--- config.mk ---
export PLATFORM = sky130hd
export DESIGN_NAME = process_id_table
export DESIGN_NICKNAME = d
export VERILOG_FILES = /design/src/pit_pkg.sv /design/src/process_id_table.sv
export VERILOG_INCLUDE_DIRS = /design/src /design/src/src
export SDC_FILE = /design/constraint.sdc
export NUM_CORES = 2
export LEC_CHECK = 0
export BUFFER_PORTS_ARGS = -buffer_cell sky130_fd_sc_hd__buf_2
export CORE_MARGIN = 4
export CORE_UTILIZATION = 60
export DETAILED_ROUTE_END_ITERATION = 8
export HOLD_SLACK_MARGIN = 0.12
export PLACE_DENSITY_LB_ADDON = 0.25
export SLEW_MARGIN = 20
export SYNTH_ARGS = -nofsm -noshare
export SYNTH_HDL_FRONTEND = slang
export SYNTH_SLANG_ARGS = --single-unit
--- constraint.sdc ---
create_clock -name clk -period 11.3 [get_ports clk]
set_input_delay 0.565 -clock clk [delete_from_list [all_inputs] [get_ports clk]]
set_output_delay 0.565 -clock clk [all_outputs]
set_load 0.03 [all_outputs]
--- src/process_id_table_assert.svh ---
// Assertion macros for the process id table.
// Depends on a clk and an active-low arst_n being visible where a macro is used.
`ifndef PROCESS_ID_TABLE_ASSERT_SVH
`define PROCESS_ID_TABLE_ASSERT_SVH

// Same-cycle implication, disabled while reset is asserted.
`define PIT_ASSERT_NOW(label, ante, cons, msg) \
	label: assert property (@(posedge clk) disable iff (!arst_n) (ante) |-> (cons)) \
		else $error(msg);

// Next-cycle implication, disabled while reset is asserted.
`define PIT_ASSERT_NEXT(label, ante, cons, msg) \
	label: assert property (@(posedge clk) disable iff (!arst_n) (ante) |=> (cons)) \
		else $error(msg);

`endif

--- src/pit_pkg.sv ---
// Package for the process id table: field widths, operation and status codes,
// controller state type. No dependencies.
`default_nettype none

package pit_pkg;

	localparam int CAPACITY_DEF = 64;
	localparam int ID_WIDTH_DEF = 16;

	localparam int OP_W        = 2;
	localparam int PID_W       = 16;
	localparam int HANDLE_W    = 16;
	localparam int STAT_W      = 2;
	localparam int POS_W       = 6;
	localparam int CNT_W       = 7;
	localparam int IN_TDATA_W  = 32;
	localparam int OUT_TDATA_W = 32;

	localparam logic [OP_W-1:0] OP_INSERT = 2'd0;
	localparam logic [OP_W-1:0] OP_LOOKUP = 2'd1;
	localparam logic [OP_W-1:0] OP_REMOVE = 2'd2;
	localparam logic [OP_W-1:0] OP_NONE   = 2'd3;

	localparam logic [STAT_W-1:0] STAT_DONE     = 2'd0;
	localparam logic [STAT_W-1:0] STAT_DUP      = 2'd1;
	localparam logic [STAT_W-1:0] STAT_NOTFOUND = 2'd2;
	localparam logic [STAT_W-1:0] STAT_FULL     = 2'd3;

	typedef enum logic [1:0] {
		S_IDLE,
		S_SCAN,
		S_SHIFT,
		S_RESULT
	} state_t;

endpackage

`default_nettype wire

--- src/process_id_table.sv ---
// Process id table: an ordered, compacting table of {id, handle} entries kept
// in one simple dual-port RAM (one write, one registered read per cycle).
// One beat in on s_axis gives one beat out on m_axis. Insert appends a new id
// (duplicate reported with the existing entry, full table refused), lookup
// returns the first matching position, remove deletes the match and moves
// every later entry down one place. Each result carries the entry count after
// the operation and an empty flag. Items are handled one at a time; the cost
// is set by the linear scan, one RAM read per cycle with the compare in the
// cycle after each read, and remove adds the compacting copy, again one RAM
// read and one write per cycle. The next beat can be accepted in the cycle
// after the result is loaded. The finished result sits in an output register,
// so a new beat is accepted while it waits to be taken.
// Unused operation code 3 reports not found without touching the table.
// Only the low ID_WIDTH bits of process_id take part in matching. Entries are
// read only below the fill count, so the RAM needs no clearing after reset.
// Depends on pit_pkg and process_id_table_assert.svh.
`default_nettype none

`include "process_id_table_assert.svh"

module process_id_table #(
	parameter int CAPACITY = pit_pkg::CAPACITY_DEF,
	parameter int ID_WIDTH = pit_pkg::ID_WIDTH_DEF
) (
	input  wire logic                                clk,
	input  wire logic                                arst_n,
	// slave side
	input  wire logic                                s_axis_tvalid,
	output logic                                     s_axis_tready,
	// [15:0] process_id, [31:16] entry_handle
	input  wire logic [pit_pkg::IN_TDATA_W-1:0]      s_axis_tdata,
	// [1:0] operation
	input  wire logic [pit_pkg::OP_W-1:0]            s_axis_tuser,
	// master side
	output logic                                     m_axis_tvalid,
	input  wire logic                                m_axis_tready,
	// [5:0] position, [21:6] found_handle, [28:22] entry_count, [29] is_empty,
	// [31:30] zero
	output logic [pit_pkg::OUT_TDATA_W-1:0]          m_axis_tdata,
	// [1:0] status
	output logic [pit_pkg::STAT_W-1:0]               m_axis_tuser
);

	localparam int AW = $clog2(CAPACITY);
	localparam int CW = $clog2(CAPACITY + 1);
	localparam int HW = pit_pkg::HANDLE_W;
	localparam int MW = ID_WIDTH + HW;

	// RAM: id in the low bits, handle above it
	logic [MW-1:0] mem [CAPACITY];

	pit_pkg::state_t state_q, state_next;

	logic [pit_pkg::OP_W-1:0]   op_q;
	logic [ID_WIDTH-1:0]        id_q;
	logic [HW-1:0]              hnd_q;
	logic [CW-1:0]              count_q;
	logic [CW-1:0]              rd_ptr_q;
	logic                       vld_s1;
	logic [AW-1:0]              addr_s1;
	logic [MW-1:0]              rd_data_s1;

	logic [pit_pkg::STAT_W-1:0] res_status_q;
	logic [AW-1:0]              res_pos_q;
	logic [HW-1:0]              res_hnd_q;

	logic                       m_tvalid_q;
	logic [pit_pkg::OUT_TDATA_W-1:0] out_tdata_q;
	logic [pit_pkg::STAT_W-1:0] out_tuser_q;

	// control decoded from the state
	logic          accept;
	logic          rd_en;
	logic          hit;
	logic          miss;
	logic          ins_wr;
	logic          sh_wr;
	logic          shift_end;
	logic          out_load;
	logic          full;
	logic          wr_en;
	logic [AW-1:0] wr_addr;
	logic [MW-1:0] wr_data;

	logic [31:0]         pid_wide;
	logic [ID_WIDTH-1:0] id_in;
	logic [31:0]         pos_wide;
	logic [31:0]         cnt_wide;

	// Keep the low ID_WIDTH bits of the id, zero-extended for wide ids.
	assign pid_wide = 32'(s_axis_tdata[pit_pkg::PID_W-1:0]);
	assign id_in    = pid_wide[ID_WIDTH-1:0];
	assign full     = (count_q >= CW'(CAPACITY));

	// Outputs of the controller.
	always_comb begin
		s_axis_tready = 1'b0;
		rd_en         = 1'b0;
		hit           = 1'b0;
		miss          = 1'b0;
		ins_wr        = 1'b0;
		sh_wr         = 1'b0;
		shift_end     = 1'b0;
		out_load      = 1'b0;
		case (state_q)
			pit_pkg::S_IDLE: begin
				s_axis_tready = 1'b1;
			end
			pit_pkg::S_SCAN: begin
				// Issue one read a cycle, compare the previous one.
				rd_en  = (rd_ptr_q < count_q);
				hit    = vld_s1 && (rd_data_s1[ID_WIDTH-1:0] == id_q);
				miss   = !vld_s1 && (rd_ptr_q == count_q);
				ins_wr = miss && (op_q == pit_pkg::OP_INSERT) && !full;
			end
			pit_pkg::S_SHIFT: begin
				// Read entry k+1, write it into k in the next cycle.
				rd_en     = (rd_ptr_q < count_q);
				sh_wr     = vld_s1;
				shift_end = !vld_s1 && (rd_ptr_q == count_q);
			end
			pit_pkg::S_RESULT: begin
				out_load = !m_tvalid_q || m_axis_tready;
			end
			default: begin
			end
		endcase
	end

	assign accept = s_axis_tvalid && s_axis_tready;

	// Next state.
	always_comb begin
		state_next = state_q;
		case (state_q)
			pit_pkg::S_IDLE: begin
				if (accept) begin
					if (s_axis_tuser == pit_pkg::OP_NONE)
						state_next = pit_pkg::S_RESULT;
					else
						state_next = pit_pkg::S_SCAN;
				end
			end
			pit_pkg::S_SCAN: begin
				if (hit) begin
					if (op_q == pit_pkg::OP_REMOVE)
						state_next = pit_pkg::S_SHIFT;
					else
						state_next = pit_pkg::S_RESULT;
				end else if (miss) begin
					state_next = pit_pkg::S_RESULT;
				end
			end
			pit_pkg::S_SHIFT: begin
				if (shift_end)
					state_next = pit_pkg::S_RESULT;
			end
			pit_pkg::S_RESULT: begin
				if (out_load)
					state_next = pit_pkg::S_IDLE;
			end
			default: begin
				state_next = pit_pkg::S_IDLE;
			end
		endcase
	end

	// Write port: append on insert, move down during compaction.
	assign wr_en   = ins_wr || sh_wr;
	assign wr_addr = ins_wr ? count_q[AW-1:0] : (addr_s1 - AW'(1));
	assign wr_data = ins_wr ? {hnd_q, id_q} : rd_data_s1;

	always_ff @(posedge clk) begin
		if (wr_en)
			mem[wr_addr] <= wr_data;
		if (rd_en)
			rd_data_s1 <= mem[rd_ptr_q[AW-1:0]];
	end

	// Control registers.
	always_ff @(posedge clk or negedge arst_n) begin
		if (!arst_n) begin
			state_q    <= pit_pkg::S_IDLE;
			count_q    <= '0;
			rd_ptr_q   <= '0;
			vld_s1     <= 1'b0;
			m_tvalid_q <= 1'b0;
		end else begin
			state_q <= state_next;

			if (ins_wr)
				count_q <= count_q + CW'(1);
			else if (shift_end)
				count_q <= count_q - CW'(1);

			if (accept) begin
				rd_ptr_q <= '0;
				vld_s1   <= 1'b0;
			end else if (hit && (op_q == pit_pkg::OP_REMOVE)) begin
				// restart the read pointer just past the removed entry
				rd_ptr_q <= CW'(addr_s1) + CW'(1);
				vld_s1   <= 1'b0;
			end else if (rd_en) begin
				rd_ptr_q <= rd_ptr_q + CW'(1);
				vld_s1   <= 1'b1;
			end else begin
				vld_s1   <= 1'b0;
			end

			if (out_load)
				m_tvalid_q <= 1'b1;
			else if (m_axis_tready)
				m_tvalid_q <= 1'b0;
		end
	end

	assign pos_wide = 32'(res_pos_q);
	assign cnt_wide = 32'(count_q);

	// Payload registers.
	always_ff @(posedge clk) begin
		if (rd_en)
			addr_s1 <= rd_ptr_q[AW-1:0];

		if (accept) begin
			op_q         <= s_axis_tuser;
			id_q         <= id_in;
			hnd_q        <= s_axis_tdata[pit_pkg::PID_W +: HW];
			res_status_q <= pit_pkg::STAT_NOTFOUND;
			res_pos_q    <= '0;
			res_hnd_q    <= '0;
		end else if (hit) begin
			res_pos_q <= addr_s1;
			res_hnd_q <= rd_data_s1[ID_WIDTH +: HW];
			if (op_q == pit_pkg::OP_INSERT)
				res_status_q <= pit_pkg::STAT_DUP;
			else
				res_status_q <= pit_pkg::STAT_DONE;
		end else if (miss && (op_q == pit_pkg::OP_INSERT)) begin
			if (full) begin
				res_status_q <= pit_pkg::STAT_FULL;
			end else begin
				res_status_q <= pit_pkg::STAT_DONE;
				res_pos_q    <= count_q[AW-1:0];
			end
		end

		// count_q already holds the count after the operation here
		if (out_load) begin
			out_tuser_q <= res_status_q;
			out_tdata_q <= {2'b00,
				(count_q == '0),
				cnt_wide[pit_pkg::CNT_W-1:0],
				res_hnd_q,
				pos_wide[pit_pkg::POS_W-1:0]};
		end
	end

	assign m_axis_tvalid = m_tvalid_q;
	assign m_axis_tdata  = out_tdata_q;
	assign m_axis_tuser  = out_tuser_q;

	`PIT_ASSERT_NOW(a_count_cap, 1'b1, count_q <= CW'(CAPACITY), "entry count beyond capacity")
	`PIT_ASSERT_NOW(a_wr_state, wr_en, state_q == pit_pkg::S_SCAN || state_q == pit_pkg::S_SHIFT, "RAM write outside scan or shift")
	`PIT_ASSERT_NEXT(a_accept_busy, accept, state_q != pit_pkg::S_IDLE, "accepted beat did not start work")
	`PIT_ASSERT_NEXT(a_remove_dec, shift_end, count_q == CW'($past(count_q) - CW'(1)), "remove did not drop the count by one")

endmodule

`default_nettype wire
Word level (Yosys, flattened, before mapping):

Memory sizes are Yosys's and may differ from the RTL's. A register that Yosys moved wholly into a read port is not among the register bits.
Index checks and enable logic that the tools add are counted.

* reductions and logical operators: 22
* div/mod/pow operators: 0
* bitwise gates (word level): 0
* magnitude comparators: 2
* muxes and demuxes: 37
* shift-type cells: 0
* $mul: 0
* add/subtract/negate cells: 5
* equality and inequality tests: 12

Operators by type and width (number)
* 2-to-1 mux 7 bit: 5
* 2-to-1 mux 32 bit: 1
* 2-to-1 mux 6 bit: 4
* 2-to-1 mux 2 bit: 9
* 2-to-1 mux 1 bit: 17
* equality test 16 bit: 1
* adder 7 x 1 -> 7 bit (second input constant): 2
* equality test 2 bit (second input constant): 4
* != test 2 bit (second input constant): 4
* case mux 2 bit (4 select lines): 1
* adder 6 x 1 -> 7 bit (second input constant): 1
* equality test 7 bit: 1
* >= comparator 7 bit (second input constant): 1
* logical AND 1 bit: 7
* logical NOT 7 bit: 1
* < comparator 7 bit: 1
* subtractor 7 x 1 -> 7 bit (second input constant): 1
* nonzero test 2 bit: 3
* subtractor 6 x 1 -> 6 bit (second input constant): 1
* logical NOT 2 bit: 2
* AND reduction 4 bit: 1
* logical NOT 1 bit: 3
* != test 3 bit (second input constant): 1
* nonzero test 3 bit: 1
* other kinds (4): 5

* memory bits (read-only): 0
* register bits: 114
* input bits: 38
* memories: 1
* RAM bits: 2048
* latch bits: 0

Memory list
* mem: depth 64, bits a word 32, rd ports 1, clocked after memory_dff 1, write ports 1, RTL line process_id_table.sv:50 `logic [MW-1:0] mem [CAPACITY];`

Longest topological paths before layout:

* word-level depth: 8
* gate-level depth with buffers: 17
* depth with buffers taken out: 12

Worst setup path after synthesis:

Ideal clock, no wire load.

* path type: reg2reg
* start point: register rd_ptr_q[0]
* end point: memory mem[34][0] (netlist bit), enable pin
* arrival time: 4.719 ns
* data required time: 10.832 ns
* buffers on the path: 3
* period minus slack after synthesis: 5.187 ns
* slack: 6.113 ns
* cell stages (with the launch flop): 11
* path through: dfrtp_1 > buf_2 > buf_2 > buf_2 > inv_1 > ha_1 > and4b_1 > and4_1 > nand2_1 > o32a_1 > nor3b_1

* cells in the longest elaborated chain, start to end: 8

RTL lines
* start, declared: RTL line process_id_table.sv:58 `logic [CW-1:0] rd_ptr_q;`
* start signal, assigned: RTL line process_id_table.sv:201 `rd_ptr_q <= CW'(addr_s1) + CW'(1);`
* start signal, assigned: RTL line process_id_table.sv:204 `rd_ptr_q <= rd_ptr_q + CW'(1);`
* equality test 7 bit (*): RTL line process_id_table.sv:113 `miss = !vld_s1 && (rd_ptr_q == count_q);`
* logical AND 1 bit (*): RTL line process_id_table.sv:113
* logical AND 1 bit (*) (2 in a row): RTL line process_id_table.sv:114 `ins_wr = miss && (op_q == pit_pkg::OP_INSERT) && !full;`
* 2-to-1 mux 1 bit (*): RTL line process_id_table.sv:105 `case (state_q)`
* logical OR 1 bit: RTL line process_id_table.sv:169 `assign wr_en = ins_wr || sh_wr;`
* 2-to-1 mux 1 bit: RTL line process_id_table.sv:174 `if (wr_en)`
* 2-to-1 mux 1 bit (implied by the code): RTL line process_id_table.sv:175 `mem[wr_addr] <= wr_data;`
* end, declared: RTL line process_id_table.sv:50

Every way passes the cells marked *; elsewhere a longest branch is shown, timed or not.

Worst setup path in the final report:

* start point: register rd_ptr_q[0]
* end point: register rd_data_s1[11] (read register of mem) (data pin)

* cells in the longest elaborated chain, start to end: 2

RTL lines
* < comparator 7 bit: RTL line process_id_table.sv:111, process_id_table.sv:118
* 2-to-1 mux 1 bit
* end, declared: RTL line process_id_table.sv:61 `logic [MW-1:0] rd_data_s1;`

Several ways; a longest one is shown, not always the timed one.
A chain may end at the register's enable or synchronous reset.

==> out/results.ini <==
[timing]
max_slew_margin_pct=19.48
hold_violations=0
min_period_over_period_pct=47.08
actual_slew_at_the_worst_max_slew_pin_ns=1.208
timing_limited_maximum_frequency_mhz=188.0
setup-violations-final=0
setup-tns-final_ns=0
clock_skew_ns=0.03777
grt_setup_unrepaired=no
final.min_clock_period_ns=5.321
final_max_slew_viol_count=0

[route]
dr.pass1.iters=6
wl_per_cell_um=35.57
detailroute.via_count=42190
drc=0
routed_via_density=6.973
drtAntennaViolNets=0
drt_iter0_drc=6815
routed_wirelength_um=215200

[die]
ios=74
floorplan.die_area_sq_um=145200
die_w_um=381.1
start_util_pct=60.59
dieHeight_um=381.1
core_area_sq_um=137800
row_count=136

[clock_network]
htree_num_levels=4
post_cts.repair.setup_buffers=0
cts_buffers=210
clk_pin_slew_ns=0.07
tritoncts_clock_tree=done
cts-root-buf=sky130_fd_sc_hd__clkbuf_16
ctsLongestPathBuffers=3
cts_resized=0
clk-insertion-delay-late_ns=0.83
cts.sink_count=2194

[flow_run]
max_cap_viol_count=0

[power_and_ir_drop]
static_leakage_uw=0.02971
totalPowerFinal_uw=24410
power_density_over_the_cells_nw_per_um2=258.9
peakVddDrop_v=0.0001720

[finish]
syn2layout_area_growth_pct=12.91
final_core_utilization_pct=68.41
drive_gt1_share_pct=27.88
num-nets-final=4126
finalInstanceArea_sq_um=94300

[global_routing]
global_route.overflow_total=0
first_global_vias=41960
grt_max_degree=129
number_of_antenna_violations_at_the_first_check_in_global_routing=12
gr-usage-all-layers_pct=30.03
grt_first_pass_wirelength_um=307900

[setup_path]
critical_path_class=reg2reg
worst-path-buf-inv=3
r2r-start=rd_ptr_q[0]
path_delay_family=buffers and inverters
reg2regPathDepth=8
reg2reg_to=rd_data_s1[11]
cpMostUsedCell=sky130_fd_sc_hd__buf_4
cpPeakStageDelay_ns=0.84
critPathRequiredTime_ns=11.82
worstSetupStartpointType=flop
critical_path.max_fanout=44
crit_arrival_ns=5.84
path_cells=buf_4 > buf_4 > buf_4 > mux4_2 > a22oi_1 > nand2_1 > a22oi_1 > o221ai_1
setup.worst_path.end_class=flop
critical-path-slowest-cell=sky130_fd_sc_hd__buf_4
setup.reg_to_reg.worst_slack_ns=5.98

[yosys]
synth_sequential_area_ratio_pct=78.49
postSynthCellCount=3799
synth-edff-count=2152
synth-main-ff-cell=sky130_fd_sc_hd__edfxtp_1
synth.ff_latch_count=2194
ys_types=59
syn_warnings=0
mappedNetlistArea_sq_um=83510
syn-mean-instance-area_sq_um=21.98
synthArstFlopShare_pct=0.8204

[placed_design]
port_buffers=71
dpl_cell_area_sq_um=87180
globalplace.congestion=0.9062
dp_hpwl_um=118100

[min_path]
type_of_the_tightest_min_delay_check=in2async

[status]
result_of_the_run=finished clean

## power breakdown
| group | switching, uW | internal [uW] | leakage (uW) | total (uW) |
|---|---|---|---|---|
| Clock | 2960 | 3900 | 0.00330 | 6860 |
| Combinational | 4470 | 2230 | 0.00657 | 6700 |
| Sequential | 335 | 10500 | 0.0198 | 10900 |
| Total | 7760 | 16600 | 0.0297 | 24400 |
## per-stage QoR
stage	std cells	hold slack [ns]	setup WS, ns
finish	6051	0.2331	5.979
global route	6049	0.2538	5.591
CTS	6047	0.1752	5.639
detailed placement	5614	0.4165	5.700
global placement	5614	0.4187	5.656
floorplan	3800	0.2694	6.113
## worst max path at each step
stage,startpoint,end,slack [ns],depth (start not counted)
after CTS,rd_ptr_q[0],rd_data_s1[13],5.64,8
after detailed placement,rd_ptr_q[0],rd_data_s1[13],5.70,8
after global placement,rd_ptr_q[0],rd_data_s1[1],5.66,8
after global routing,rd_ptr_q[0],rd_data_s1[11],5.59,8
after floorplan,rd_ptr_q[0],mem[34][0],6.11,10
final,rd_ptr_q[0],rd_data_s1[11],5.98,8
## what timing repair did
item / in CTS / in global routing
setup endpoints to repair: 0 / 0
hold endpoints to repair: 53 / 0
hold buffers: 36 / 0
## sequential cells by signal (all words and copies together), names as in the netlist
name	cells
addr_s1	6
mem	2048
res_pos_q	6
m_axis_tvalid	1
count_q	7
m_axis_tuser	2
vld_s1	1
op_q	2
rd_data_s1	32
state_q	2
rd_ptr_q	7
id_q	16
res_status_q	2
res_hnd_q	16
m_axis_tdata	30
hnd_q	16
## metal layers
layer / global-route usage, % / share of wire [%] / vias to the layer above / wire length (um)
met5: 0 / 0.021 / - / 46
met4: 11.35 / 3.9 / 8 / 8408
met3: 8.449 / 13 / 421 / 28660
met2: 44.57 / 46 / 2899 / 99350
met1: 43.46 / 37 / 22210 / 78750
li1: - / - / 16660 / -
## synth_stat cells (2+ instances only)
master                     count  area share (%)
sky130_fd_sc_hd__a31oi_1       6           0.045
sky130_fd_sc_hd__o221ai_1     32            0.34
sky130_fd_sc_hd__a21o_1        5           0.045
sky130_fd_sc_hd__a21oi_1      36            0.22
sky130_fd_sc_hd__and2_1        3           0.022
sky130_fd_sc_hd__nand3_1       8           0.048
sky130_fd_sc_hd__nor2_1       90            0.40
sky130_fd_sc_hd__xnor2_1      28            0.29
sky130_fd_sc_hd__o21a_1        4           0.036
sky130_fd_sc_hd__xor2_1        6           0.063
sky130_fd_sc_hd__a22o_1       64            0.67
sky130_fd_sc_hd__dfxtp_1      24            0.58
sky130_fd_sc_hd__edfxtp_1   2152              77
sky130_fd_sc_hd__a211oi_1      3           0.027
sky130_fd_sc_hd__nor3b_1       4           0.036
sky130_fd_sc_hd__buf_4        15            0.13
sky130_fd_sc_hd__o21bai_1      3           0.027
sky130_fd_sc_hd__o21ai_0      11           0.066
sky130_fd_sc_hd__nand4_1       4           0.030
sky130_fd_sc_hd__buf_2        56            0.34
sky130_fd_sc_hd__a41oi_1       2           0.021
sky130_fd_sc_hd__inv_1        22           0.099
sky130_fd_sc_hd__nand2_1     224             1.0
sky130_fd_sc_hd__nor3_1       21            0.13
sky130_fd_sc_hd__a311oi_1      7           0.073
sky130_fd_sc_hd__and3_1        7           0.052
sky130_fd_sc_hd__or2_2         2           0.015
sky130_fd_sc_hd__nor4_1        3           0.022
sky130_fd_sc_hd__a22oi_1     160             1.4
sky130_fd_sc_hd__and4_1        3           0.031
sky130_fd_sc_hd__a32oi_1       2           0.021
sky130_fd_sc_hd__clkbuf_1    129            0.58
sky130_fd_sc_hd__nand2b_1      5           0.037
sky130_fd_sc_hd__mux2i_1       3           0.036
sky130_fd_sc_hd__nor2b_1       7           0.052
sky130_fd_sc_hd__buf_1        16           0.072
sky130_fd_sc_hd__mux4_2      512              14
sky130_fd_sc_hd__dfrtp_1      18            0.54
sky130_fd_sc_hd__a221oi_1     64            0.67
sky130_fd_sc_hd__or4_1         2           0.018
sky130_fd_sc_hd__ha_1         18            0.27
## cell families after synthesis
group                    after synthesis  synth area share (%)
AND/OR/NAND/NOR                      386                 1.930
flip-flops                          2194                 78.49
multiplexers                         516                 13.86
other                                  1              0.004490
adder cells (fa/ha/maj)               19                0.2937
XOR/XNOR                              34                0.3566
buffers and inverters                239                 1.235
AO/OA/AOI/OAI                        410                 3.831
## cells in the final DEF, fill, tap and decap left out, types with 6 or more instances in the layout
master                             n
sky130_fd_sc_hd__nand2_2          32
sky130_fd_sc_hd__dfxtp_1          24
sky130_fd_sc_hd__a22oi_1         160
sky130_fd_sc_hd__buf_4           162
sky130_fd_sc_hd__nand2_1         192
sky130_fd_sc_hd__mux4_2          512
sky130_fd_sc_hd__a22o_1           64
sky130_fd_sc_hd__o221ai_1         32
sky130_fd_sc_hd__a21oi_1          29
sky130_fd_sc_hd__dfrtp_1          16
sky130_fd_sc_hd__a221oi_1         56
sky130_fd_sc_hd__clkinvlp_4        6
sky130_fd_sc_hd__a311oi_1          7
sky130_fd_sc_hd__ha_1             18
sky130_fd_sc_hd__inv_1            19
sky130_fd_sc_hd__dlygate4sd3_1    36
sky130_fd_sc_hd__xor2_1            6
sky130_fd_sc_hd__a21oi_2           7
sky130_fd_sc_hd__nor2_4           65
sky130_fd_sc_hd__inv_6             8
sky130_fd_sc_hd__edfxtp_1       2152
sky130_fd_sc_hd__buf_2            71
sky130_fd_sc_hd__clkinv_2         45
sky130_fd_sc_hd__and3_1            7
sky130_fd_sc_hd__clkbuf_16       214
sky130_fd_sc_hd__bufinv_16        18
sky130_fd_sc_hd__nor3_1           20
sky130_fd_sc_hd__nor2_1           26
sky130_fd_sc_hd__xnor2_1          28
sky130_fd_sc_hd__nand3_1           8
sky130_fd_sc_hd__clkinv_1         51
sky130_fd_sc_hd__o21ai_0          11
sky130_fd_sc_hd__clkbuf_1         46
sky130_fd_sc_hd__a221oi_2          8
## area by class of cell
type                    count  area (sq um)
repair buffers            274          2011
clock buffers             262          5555
multi-input cells        1367         17660
well taps                1794          2245
diodes                      3         7.507
flip-flops and latches   2194         65560
fillers                  8252         43540
clock inverters           135          1175
inverters                  22         82.58
## worst register-to-register path: stages (launching register included)
cell and delay [ns]:
sky130_fd_sc_hd__dfrtp_4 0.82, sky130_fd_sc_hd__buf_4 0.72, sky130_fd_sc_hd__buf_4 0.80, sky130_fd_sc_hd__buf_4 0.88, sky130_fd_sc_hd__mux4_2 0.63, sky130_fd_sc_hd__a22oi_1 0.25, sky130_fd_sc_hd__nand2_1 0.21, sky130_fd_sc_hd__a22oi_1 0.50
sky130_fd_sc_hd__o221ai_1 0.22
Note: power is estimated with default switching activity, not from simulation.
